--- config.mk ---
export PLATFORM = sky130hd
export DESIGN_NAME = linear_probe_hash_table_core
export DESIGN_NICKNAME = d
export VERILOG_FILES = /design/src/design/lpht_pkg.sv /design/src/design/linear_probe_hash_table_core.sv /design/src/design/lpht_front.sv /design/src/design/lpht_back.sv
export SDC_FILE = /design/constraint.sdc
export NUM_CORES = 1
export LEC_CHECK = 0
export BUFFER_PORTS_ARGS = -buffer_cell sky130_fd_sc_hd__buf_2
export CAP_MARGIN = 20
export CORE_MARGIN = 5
export CORE_UTILIZATION = 56
export CTS_CLUSTER_DIAMETER = 200
export CTS_CLUSTER_SIZE = 8
export DETAILED_ROUTE_END_ITERATION = 10
export GPL_TIMING_DRIVEN = 0
export PLACE_DENSITY = 0.77
export RECOVER_POWER = 100
export SETUP_SLACK_MARGIN = 0.02
export SKIP_CTS_REPAIR_TIMING = 1
export SLEW_MARGIN = 40
export SYNTH_ARGS = -nofsm -noshare
export SYNTH_HDL_FRONTEND = slang
export SYNTH_SLANG_ARGS = --single-unit
--- constraint.sdc ---
create_clock -name aclk -period 7.6 [get_ports aclk]
set_input_delay 0.76 -clock aclk [delete_from_list [all_inputs] [get_ports aclk]]
set_output_delay 0.76 -clock aclk [all_outputs]
set_load 0.01 [all_outputs]
--- src/design/lpht_pkg.sv ---
`timescale 1ns / 1ps
// ----------------------------------------------------------------------------
// lpht_pkg: shared types and codes of the linear probe hash table
// Operation, status and slot state codes, the used-count ceiling and the
// state type of the back end.
// ----------------------------------------------------------------------------
package lpht_pkg;

    typedef enum logic [1:0] {
        OP_INSERT = 2'd0,
        OP_REMOVE = 2'd1,
        OP_LOOKUP = 2'd2,
        OP_PURGE  = 2'd3
    } op_t;

    localparam logic [1:0] ST_OK        = 2'd0;
    localparam logic [1:0] ST_NOT_FOUND = 2'd1;
    localparam logic [1:0] ST_FULL      = 2'd2;

    localparam logic [1:0] SL_FREE    = 2'd0;
    localparam logic [1:0] SL_USED    = 2'd1;
    localparam logic [1:0] SL_DELETED = 2'd2;

    localparam logic [4:0] USED_MAX = 5'd31;

    typedef enum logic [2:0] {
        BE_IDLE,
        BE_MOD,
        BE_PROBE,
        BE_COMMIT,
        BE_OUT
    } be_state_t;

endpackage

--- src/design/linear_probe_hash_table_core.sv ---
`timescale 1ns / 1ps
// ----------------------------------------------------------------------------
// linear_probe_hash_table_core: open-addressing hash table, linear probing
// Insert, remove, lookup and purge on a table of up to SLOTS slots with
// deleted-slot markers.
// ----------------------------------------------------------------------------
//  Channel   Direction  Ports                                      Handshake
//  request   in         s_op, s_key, s_value                       s_valid/s_ready
//  result    out        m_status, m_found, m_slot, m_used_out      m_valid/m_ready
//  config    in         cfg_wdata                                  cfg_we
//
// An operation reduces the byte sum by repeated subtraction of n, where n is
// the size in use, then walks the slots, one slot per cycle.
// Reset is synchronous on aresetn low; every slot becomes free and the size
// returns to ten. A two-entry queue keeps requests flowing while the engine
// works or while a result waits for m_ready.
module linear_probe_hash_table_core import lpht_pkg::*; #(
    parameter int SLOTS     = 16,
    parameter int KEY_BYTES = 8
) (
    input  logic        aclk,
    input  logic        aresetn,
    input  logic        cfg_we,
    input  logic [4:0]  cfg_wdata,
    input  logic        s_valid,
    output logic        s_ready,
    input  logic [1:0]  s_op,
    input  logic [63:0] s_key,
    input  logic [31:0] s_value,
    output logic        m_valid,
    input  logic        m_ready,
    output logic [1:0]  m_status,
    output logic        m_found,
    output logic [3:0]  m_slot,
    output logic [4:0]  m_used_out
);
    // Queue between intake and the table engine.
    logic        q_valid, q_pop;
    op_t         q_op;
    logic [63:0] q_key;
    logic [31:0] q_value;
    logic [10:0] q_sum;

    lpht_front #(.KEY_BYTES(KEY_BYTES)) u_front (
        .aclk, .aresetn, .s_valid, .s_ready, .s_op, .s_key, .s_value,
        .q_valid, .q_pop, .q_op, .q_key, .q_value, .q_sum
    );

    lpht_back #(.SLOTS(SLOTS)) u_back (
        .aclk, .aresetn, .cfg_we, .cfg_wdata,
        .q_valid, .q_pop, .q_op, .q_key, .q_value, .q_sum,
        .m_valid, .m_ready, .m_status, .m_found, .m_slot, .m_used_out
    );
endmodule

--- src/design/lpht_front.sv ---
`timescale 1ns / 1ps
// ----------------------------------------------------------------------------
// lpht_front: request intake
// Accepts a request, cuts the key at its first zero byte, forms the byte
// sum, and pushes the classified request into a two-entry queue.
// ----------------------------------------------------------------------------
module lpht_front import lpht_pkg::*; #(
    parameter int KEY_BYTES = 8
) (
    input  logic        aclk,
    input  logic        aresetn,
    input  logic        s_valid,
    output logic        s_ready,
    input  logic [1:0]  s_op,
    input  logic [63:0] s_key,
    input  logic [31:0] s_value,
    output logic        q_valid,
    input  logic        q_pop,
    output op_t         q_op,
    output logic [63:0] q_key,
    output logic [31:0] q_value,
    output logic [10:0] q_sum
);
    logic [63:0] canon;
    logic [10:0] sum;
    logic        live;

    always_comb begin
        canon = '0;
        sum   = '0;
        live  = 1'b1;
        for (int b = 0; b < 8; b++) begin
            if (b >= KEY_BYTES || s_key[8*b +: 8] == 8'd0) begin
                live = 1'b0;
            end
            if (live) begin
                canon[8*b +: 8] = s_key[8*b +: 8];
                sum = sum + {3'd0, s_key[8*b +: 8]};
            end
        end
    end

    op_t         op_reg [2];
    logic [63:0] key_reg [2];
    logic [31:0] val_reg [2];
    logic [10:0] sum_reg [2];
    logic        wp_reg, rp_reg;
    logic [1:0]  cnt_reg;
    logic        push;

    assign s_ready = (cnt_reg != 2'd2);
    assign push    = s_valid && s_ready;
    assign q_valid = (cnt_reg != 2'd0);
    assign q_op    = op_reg[rp_reg];
    assign q_key   = key_reg[rp_reg];
    assign q_value = val_reg[rp_reg];
    assign q_sum   = sum_reg[rp_reg];

    always_ff @(posedge aclk) begin
        if (push) begin
            op_reg[wp_reg]  <= op_t'(s_op);
            key_reg[wp_reg] <= canon;
            val_reg[wp_reg] <= s_value;
            sum_reg[wp_reg] <= sum;
        end
        if (!aresetn) begin
            wp_reg  <= 1'b0;
            rp_reg  <= 1'b0;
            cnt_reg <= 2'd0;
        end else begin
            if (push) wp_reg <= ~wp_reg;
            if (q_pop) rp_reg <= ~rp_reg;
            cnt_reg <= cnt_reg + {1'b0, push} - {1'b0, q_pop};
        end
    end
endmodule

--- src/design/lpht_back.sv ---
`timescale 1ns / 1ps
// ----------------------------------------------------------------------------
// lpht_back: table engine
// Reduces the byte sum modulo the size in use, walks the slots one per
// cycle, applies the operation and holds the result for the output side.
// ----------------------------------------------------------------------------
module lpht_back import lpht_pkg::*; #(
    parameter int SLOTS = 16
) (
    input  logic        aclk,
    input  logic        aresetn,
    input  logic        cfg_we,
    input  logic [4:0]  cfg_wdata,
    input  logic        q_valid,
    output logic        q_pop,
    input  op_t         q_op,
    input  logic [63:0] q_key,
    input  logic [31:0] q_value,
    input  logic [10:0] q_sum,
    output logic        m_valid,
    input  logic        m_ready,
    output logic [1:0]  m_status,
    output logic        m_found,
    output logic [3:0]  m_slot,
    output logic [4:0]  m_used_out
);
    localparam int AW = (SLOTS > 1) ? $clog2(SLOTS) : 1;
    localparam int NW = $clog2(SLOTS + 1);
    localparam int CW = (NW > 11) ? NW : 11;

    logic [4:0]    size_reg;
    logic [NW-1:0] n_eff;
    always_comb begin
        if (size_reg == 5'd0) n_eff = NW'(1);
        else if (32'(size_reg) > SLOTS) n_eff = NW'(SLOTS);
        else n_eff = NW'(size_reg);
    end

    logic [1:0]  stat_reg [SLOTS];
    logic [63:0] key_mem [SLOTS];
    logic [31:0] val_mem [SLOTS];

    be_state_t     state_reg, state_next;
    op_t           op_reg;
    logic [63:0]   key_reg;
    logic [31:0]   val_reg;
    logic [CW-1:0] rem_reg;
    logic [AW-1:0] idx_reg;
    logic [NW-1:0] cnt_reg;
    logic          hole_reg, match_reg;
    logic [AW-1:0] hole_idx_reg, match_idx_reg;
    logic [4:0]    used_reg;
    logic [4:0]    freed_reg;
    logic [1:0]    status_reg;
    logic          found_reg;
    logic [3:0]    slot_reg;

    logic [1:0]  cur_st;
    logic [63:0] cur_key;
    logic        probe_done;
    assign cur_st  = stat_reg[idx_reg];
    assign cur_key = key_mem[idx_reg];
    assign probe_done = (cnt_reg == n_eff) || match_reg;

    always_comb begin
        state_next = state_reg;
        q_pop = 1'b0;
        case (state_reg)
            BE_IDLE: if (q_valid) begin
                q_pop = 1'b1;
                state_next = BE_MOD;
            end
            BE_MOD: if (rem_reg < CW'(n_eff)) state_next = BE_PROBE;
            BE_PROBE: if (probe_done) state_next = BE_COMMIT;
            BE_COMMIT: state_next = BE_OUT;
            BE_OUT: if (m_ready) state_next = BE_IDLE;
            default: state_next = BE_IDLE;
        endcase
    end

    assign m_valid    = (state_reg == BE_OUT);
    assign m_status   = status_reg;
    assign m_found    = found_reg;
    assign m_slot     = slot_reg;
    assign m_used_out = used_reg;

    always_ff @(posedge aclk) begin
        case (state_reg)
            BE_IDLE: begin
                op_reg    <= q_op;
                key_reg   <= q_key;
                val_reg   <= q_value;
                rem_reg   <= CW'(q_sum);
                cnt_reg   <= '0;
                hole_reg  <= 1'b0;
                match_reg <= 1'b0;
                freed_reg <= '0;
            end
            BE_MOD: begin
                // Repeated subtraction of the size in use; the sum stays
                // below 2041.
                if (rem_reg >= CW'(n_eff)) rem_reg <= rem_reg - CW'(n_eff);
                else if (op_reg == OP_INSERT || op_reg == OP_REMOVE)
                    idx_reg <= AW'(rem_reg);
                else idx_reg <= '0;
            end
            BE_PROBE: if (!probe_done) begin
                cnt_reg <= cnt_reg + NW'(1);
                if (32'(idx_reg) + 1 >= 32'(n_eff)) idx_reg <= '0;
                else idx_reg <= idx_reg + AW'(1);
                case (op_reg)
                    OP_PURGE: if (cur_st == SL_DELETED) begin
                        stat_reg[idx_reg] <= SL_FREE;
                        freed_reg <= freed_reg + 5'd1;
                    end
                    default: begin
                        if (cur_st == SL_USED) begin
                            if (cur_key == key_reg) begin
                                match_reg <= 1'b1;
                                match_idx_reg <= idx_reg;
                            end
                        end else if (!hole_reg && op_reg != OP_LOOKUP) begin
                            hole_reg <= 1'b1;
                            hole_idx_reg <= idx_reg;
                        end
                    end
                endcase
            end
            BE_COMMIT: begin
                status_reg <= ST_OK;
                found_reg  <= 1'b0;
                slot_reg   <= 4'd0;
                case (op_reg)
                    OP_INSERT: begin
                        if (match_reg) begin
                            val_mem[match_idx_reg] <= val_reg;
                            found_reg <= 1'b1;
                            slot_reg  <= 4'(match_idx_reg);
                        end else if (hole_reg) begin
                            if (stat_reg[hole_idx_reg] == SL_FREE && used_reg < USED_MAX)
                                used_reg <= used_reg + 5'd1;
                            stat_reg[hole_idx_reg] <= SL_USED;
                            key_mem[hole_idx_reg]  <= key_reg;
                            val_mem[hole_idx_reg]  <= val_reg;
                            slot_reg <= 4'(hole_idx_reg);
                        end else status_reg <= ST_FULL;
                    end
                    OP_REMOVE, OP_LOOKUP: begin
                        if (match_reg) begin
                            if (op_reg == OP_REMOVE)
                                stat_reg[match_idx_reg] <= SL_DELETED;
                            found_reg <= 1'b1;
                            slot_reg  <= 4'(match_idx_reg);
                        end else status_reg <= ST_NOT_FOUND;
                    end
                    default: used_reg <= (used_reg > freed_reg) ? used_reg - freed_reg : 5'd0;
                endcase
            end
            default: ;
        endcase
        if (cfg_we) size_reg <= cfg_wdata;
        if (!aresetn) begin
            state_reg <= BE_IDLE;
            size_reg  <= 5'd10;
            used_reg  <= 5'd0;
            for (int i = 0; i < SLOTS; i++) stat_reg[i] <= SL_FREE;
        end else begin
            state_reg <= state_next;
        end
    end
endmodule
==> impl_metrics.py, run 1 <==
metrics = {
    "final_layout": {
        "post-route-cell-area_mm2": 0.0662,
        "post_route_cells_drive_above_1_share": 0.301,
        "largest_register_ffs": 1024,
        "fillCellCount": 6048,
        "area_delta_synth_final_pct": 18.1,
        "final_nets": 3621,
        "finish.utilization": 0.664,
    },
    "sta": {
        "hold_viol": 0,
        "setup_ws_ps": 152,
        "min_period_ps": 7450,
        "setup_violations": 0,
        "fin_crit_sh": 0.980,
        "clock.fmax_ghz": 0.134,
        "fin_setup_tns_ps": 0,
        "rsz0062_at_grt": "yes",
        "worst_pin_slew_ps": 858,
        "slew_violations": 0,
        "clock_skew_ps": 53.3,
        "relSlewSlack": 0.428,
    },
    "placement": {
        "dp_hpwl_um": 98500,
        "portBuffers": 88,
        "place_area_mm2": 0.0605,
        "globalplace.congestion": 0.839,
        "dp_slack_ps": -1200,
    },
    "global_route": {
        "grt_antenna_before_repair": 10,
        "grt_overflow": 0,
        "grtUsageTotal": 0.292,
        "first_global_vias": 33100,
        "grt_pass1_wl_um": 227000,
        "grt_max_degree": 44,
    },
    "logic_synthesis": {
        "yosysSeqAreaShare": 0.710,
        "synthCells": 2973,
        "netlist.top_cell.by_area": "edfxtp_1",
        "synth_top_area_share": 0.689,
        "yosys_warnings": 0,
        "synth_edf_count": 1286,
        "yosys_most_used_dff": "edfxtp_1",
        "synth_fp_nets": 3172,
        "synthTopCellsByArea": "edfxtp_1 (69%), mux4_2 (13%), dfxtp_1 (2.1%), ha_1 (1.8%), mux2_2 (1.8%)",
        "synth-seq-cells": 1344,
        "async_flop_share": 0,
        "synth_area_mm2": 0.0561,
        "synth.distinct_cells": 77,
        "avgSynthCellArea_um2": 18.9,
    },
    "critical_path": {
        "start_kind": "input port",
        "critPathMostFrequentCell": "xnor2_1",
        "path_max_fanout": 5,
        "critPathBufInv": 2,
        "cpPeakStageDelay_ps": 390,
        "cp_slowest_cell": "fa_2",
        "endpoint_kind": "flip-flop",
        "crit_type": "input port to flip-flop",
        "arrival_ps": 7900,
        "cp.required_ps": 8050,
        "crit_family": "adder cells",
    },
    "route": {
        "wl_per_cell_um": 32.7,
        "vias": 32200,
        "antenna_left": 0,
        "firstDrtPassIters": 5,
        "vias_per_cell": 6.76,
        "drt_iter0_drc": 4340,
        "post-route-drc-count": 0,
        "routed_wl_um": 155000,
    },
    "floorplanning": {
        "ioPinCount": 122,
        "die_area_mm2": 0.107,
        "core_area_mm2": 0.0997,
        "start_util": 0.562,
        "dieHeight_um": 326,
        "die_x_um": 326,
        "num_rows": 116,
    },
    "cts": {
        "clock-root-buffer": "clkbuf_16",
        "htreeDepth": 4,
        "insertion_delay_ps": 780,
        "cts_tree": "done",
        "path_clk_slew_ps": 50,
        "clock_path_buffers": 3,
        "cts_made_buffers": 185,
        "cts_sinks": 1344,
    },
    "power_and_ir_drop": {
        "power.density_mw_per_mm2": 384,
        "leakage_nw": 22.1,
        "vdd_ir_drop_max_mv": 1.20,
    },
    "job": {
        "cap_violations": 0,
    },
    "hold_path": {
        "hold_class": "input port to flip-flop",
    },
    "outcome": {
        "status": "completed",
    },
}
cells by family after synthesis:
kind of cell | count (synthesis) | synth area share
buffers and inverters | 175 | 0.0136
adders and majority gates | 91 | 0.0215
AOI/OAI and AO/OA | 276 | 0.0319
DFF | 1344 | 0.710
muxes | 472 | 0.159
xor gates and xnor gates | 135 | 0.0211
and+or+nand+nor | 480 | 0.0436
report_power, final:
group	leakage [nW]	internal, mW	switching, mW
Combinational	7.47	3.41	4.06
Clock	2.45	4.36	3.06
Sequential	12.2	9.68	0.865
Total	22.1	17.4	7.99
worst paths after layout:
kind | start | end | slack, ps | cells after the start
worst max-delay path | s_key[11] | u_front.sum_reg[1][10] | 150 | 36
worst min-delay path | cfg_wdata[1] | u_back.size_reg[1] | 250 | 3
worst max register to register | flip-flop | u_back.match_idx_reg[2] | 1450 | 10
worst min register to register | u_back.stat_reg[3][0] | u_back.stat_reg[3][0] | 500 | 2
cells in the final DEF (no fill, tap or decap), types with 10 or more instances in the layout:
cell and n:
a211oi_1 26, a21o_1 19, a21oi_1 67, and2_1 32, and3_1 38, buf_1 11
buf_16 39, buf_2 141, buf_4 80, buf_6 10, buf_8 33, clkbuf_1 83
clkbuf_16 185, clkbuf_2 15, dfxtp_1 58, edfxtp_1 1286, ha_1 63, ha_4 18
inv_1 47, mux2_2 85, mux2_4 12, mux2i_1 52, mux4_2 321, nand2_1 92
nand2b_1 16, nand3_1 19, nand4_1 13, nor2_1 118, nor2_4 12, nor2b_1 29
nor3_1 29, nor4_1 22, o21a_1 12, o21ai_0 44, o21ai_2 11, xnor2_1 72
xor2_1 62
through the flow:
step / total power, mW / cells / hold WS (ps)
floorplan: 15.1 / 2973 / 455
global placement: 16.8 / 4359 / 475
detailed placement: 17.1 / 4502 / 487
CTS: 24.6 / 4725 / 191
global route: 26.5 / 4758 / 227
finish: 25.4 / 4761 / 247
final cells by class:
cell class                 instances  area, um^2  share of cell area
inverter                          47         176             0.00267
timing repair buffer             262        2730              0.0413
clock inverter                    14         353             0.00533
buffer                           128         621             0.00938
multi-input combinational       1454       16200               0.244
antenna                            5        12.5            0.000189
sequential                      1344       39800               0.601
clock buffer                     209        4720              0.0713
tap                             1298        1620              0.0245
routing by layer:
layer,routed length [um],share of wire,vias up,track usage
met4,7180,0.046,4,0.128
met3,15800,0.10,420,0.0749
met2,78100,0.50,2405,0.490
met1,54300,0.35,16500,0.364
li1,-,-,12900,-
met5,27,0.00017,-,0
worst reg2reg max path: stages (launching register included):
cell,delay [ps]
dfxtp_1,300
buf_2,250
buf_2,460
buf_1,630
buf_2,580
mux4_2,620
xnor2_1,190
nand4_1,410
nor4_2,730
nand4_1,730
nor4_1,880
Yosys cell counts, types with 32 or more instances:
| cell | instances |
|---|---|
| edfxtp_1 | 1286 |
| mux4_2 | 321 |
| nor2_1 | 135 |
| nand2_1 | 95 |
| mux2_2 | 90 |
| ha_1 | 82 |
| a21oi_1 | 77 |
| xnor2_1 | 73 |
| clkbuf_1 | 67 |
| o21ai_0 | 62 |
| xor2_1 | 62 |
| dfxtp_1 | 58 |
| mux2i_1 | 52 |
| inv_1 | 46 |
| and3_1 | 39 |
| nor3_1 | 34 |
| and2_1 | 32 |
(Power assumes the default switching activity.)
==> inputs of run 2 (changes only) <==
CORE_UTILIZATION = 63   (was 56)
PLACE_DENSITY = 0.82   (was 0.77)
clock period = 9.2 ns   (was 7.6 ns; I/O delays follow)
==> run 2 against run 1 <==
Effect of this change: the run now ends with max-capacitance violations, max-slew violations left; critical endpoint unchanged; highest routed layer unchanged; final cell count shrank 3.4%; clock-buffer cell count grew 2; wire length grew 8.5%.
==> impl_metrics.py, run 2 (synthesis gave the netlist of run 1 again) <==
metrics = {
    "cts": {
        "cts_made_buffers": 185,
        "cts_tree": "done",
        "clock_path_buffers": 3,
        "htreeDepth": 4,
        "cts_sinks": 1344,
        "path_clk_slew_ps": 50,
        "insertion_delay_ps": 800,
        "clock-root-buffer": "clkbuf_16",
    },
    "critical_path": {
        "endpoint_kind": "flip-flop",
        "crit_family": "adder cells",
        "cpPeakStageDelay_ps": 450,
        "critPathBufInv": 2,
        "cp_slowest_cell": "fa_1",
        "arrival_ps": 9030,
        "critPathMostFrequentCell": "ha_1",
        "path_max_fanout": 5,
        "start_kind": "input port",
        "cp.required_ps": 9700,
        "crit_type": "input port to flip-flop",
    },
    "outcome": {
        "violations": "max-capacitance violations, max-slew violations",
        "status": "finished, violations left",
    },
    "global_route": {
        "first_global_vias": 34200,
        "grt.met1_usage": 0.457,
        "grt_pass1_wl_um": 243000,
        "grt_overflow": 0,
        "grt_antenna_before_repair": 7,
        "gr-usage-met3": 0.0934,
        "grtUsageTotal": 0.359,
        "grt_max_degree": 44,
        "use_met2": 0.578,
        "grt_busiest_layer": "met2",
    },
    "final_layout": {
        "final_common_cell": "edfxtp_1",
        "post_route_cells_drive_above_1_share": 0.205,
        "final_cell_mix": "edfxtp_1 (1286), mux4_2 (321), clkbuf_1 (254)",
        "area_delta_synth_final_pct": 13.6,
        "regArea_mm2": 0.0398,
        "final_nets": 3595,
        "fillCellCount": 4921,
        "multi_input_area_mm2": 0.0155,
        "finish.utilization": 0.720,
        "largest_register_ffs": 1024,
        "post-route-cell-area_mm2": 0.0637,
    },
    "sta": {
        "min_period_ps": 8530,
        "rsz0062_at_grt": "no",
        "worst_pin_slew_ps": 2400,
        "setup_violations": 0,
        "clock_skew_ps": 62.6,
        "hold_viol": 0,
        "setup_ws_ps": 672,
        "fin_crit_sh": 0.927,
        "relSlewSlack": -0.603,
        "slew_violations": 114,
        "clock.fmax_ghz": 0.117,
        "fin_setup_tns_ps": 0,
    },
    "job": {
        "cap_violations": 7,
    },
    "route": {
        "post-route-drc-count": 0,
        "antenna_left": 0,
        "wl_per_cell_um": 36.7,
        "routed_wl_um": 169000,
        "vias_per_cell": 7.21,
        "vias": 33200,
        "firstDrtPassIters": 8,
        "drt_iter0_drc": 5719,
    },
    "power_and_ir_drop": {
        "internal_power_mw": 13.8,
        "seq_power_share": 0.431,
        "p_clk_frac": 0.309,
        "p_comb_frac": 0.260,
        "leakage_nw": 20.9,
        "switching_share": 0.319,
        "switchingPower_mw": 6.48,
        "power.density_mw_per_mm2": 319,
        "p_total_mw": 20.3,
        "vdd_ir_drop_max_mv": 0.636,
    },
    "floorplanning": {
        "core_area_mm2": 0.0884,
        "die_x_um": 308,
        "ioPinCount": 122,
        "num_rows": 109,
        "die_area_mm2": 0.0950,
        "start_util": 0.634,
        "dieHeight_um": 308,
    },
    "placement": {
        "dp_slack_ps": -196,
        "dp_hpwl_um": 101000,
        "place_area_mm2": 0.0602,
        "portBuffers": 88,
        "globalplace.congestion": 0.856,
    },
    "hold_path": {
        "hold_class": "input port to flip-flop",
    },
}
[run 2: changes by cell type in the layout (fill, tap and decap cells not counted), moves of 30 or more]
cell and change:
mux2_1 +58, buf_2 -43, mux2_2 -53, clkbuf_1 +171, buf_16 -39, and2_0 +30
buf_4 -73, buf_8 -33
[run 2: final cells by class]
type | count | area share
diodes | 2 | 0.0000786
plain buffers | 128 | 0.00945
clock buffers | 211 | 0.0746
clock inverters | 14 | 0.00629
inverters | 47 | 0.00277
multi-input cells | 1454 | 0.244
flip-flops and latches | 1344 | 0.625
well taps | 1165 | 0.0229
repair buffers | 236 | 0.0154
[run 2: routing by layer]
| metal | part of all wire | vias up |
|---|---|---|
| li1 | - | 12800 |
| met1 | 0.33 | 16500 |
| met2 | 0.48 | 3121 |
| met3 | 0.12 | 736 |
| met4 | 0.070 | 4 |
| met5 | 0.00015 | - |
[run 2: path summary, 6_finish.rpt]
path,start,endpoint,slack (ps),cells after the start
max,s_key[9],u_front.sum_reg[1][10],670,39
max reg2reg,flip-flop,u_back.match_idx_reg[2],1040,10
min,s_op[0],u_front.op_reg[1][0],380,1
min reg2reg,u_back.stat_reg[1][1],u_back.stat_reg[1][1],510,2
[run 2: per-stage QoR]
step           std cells  hold slack, ps
2_1_floorplan       2973             455
5_1_grt             4599             365
3_3_place_gp        4226             474
6_report            4601             375
3_5_place_dp        4373             484
4_1_cts             4598             315
[run 2: worst reg2reg max path, stage by stage (launching register included)]
cell and delay (ps):
dfxtp_1 520, clkbuf_1 840, clkbuf_1 750, clkbuf_1 950, mux4_2 640, mux4_2 500
xnor2_1 220, nand4_1 360, nor4_1 1100, nand4_1 810, nor4_1 1090
[run 2: power by group through the flow]
stage | clock network, mW | registers, mW | logic [mW]
after CTS | 6.28 | 8.71 | 5.30
after global placement | 0 | 8.71 | 4.98
after floorplan | 0 | 8.52 | 3.87
final | 6.28 | 8.76 | 5.27
after detailed placement | 0 | 8.78 | 5.20
after global routing | 6.58 | 8.80 | 5.72
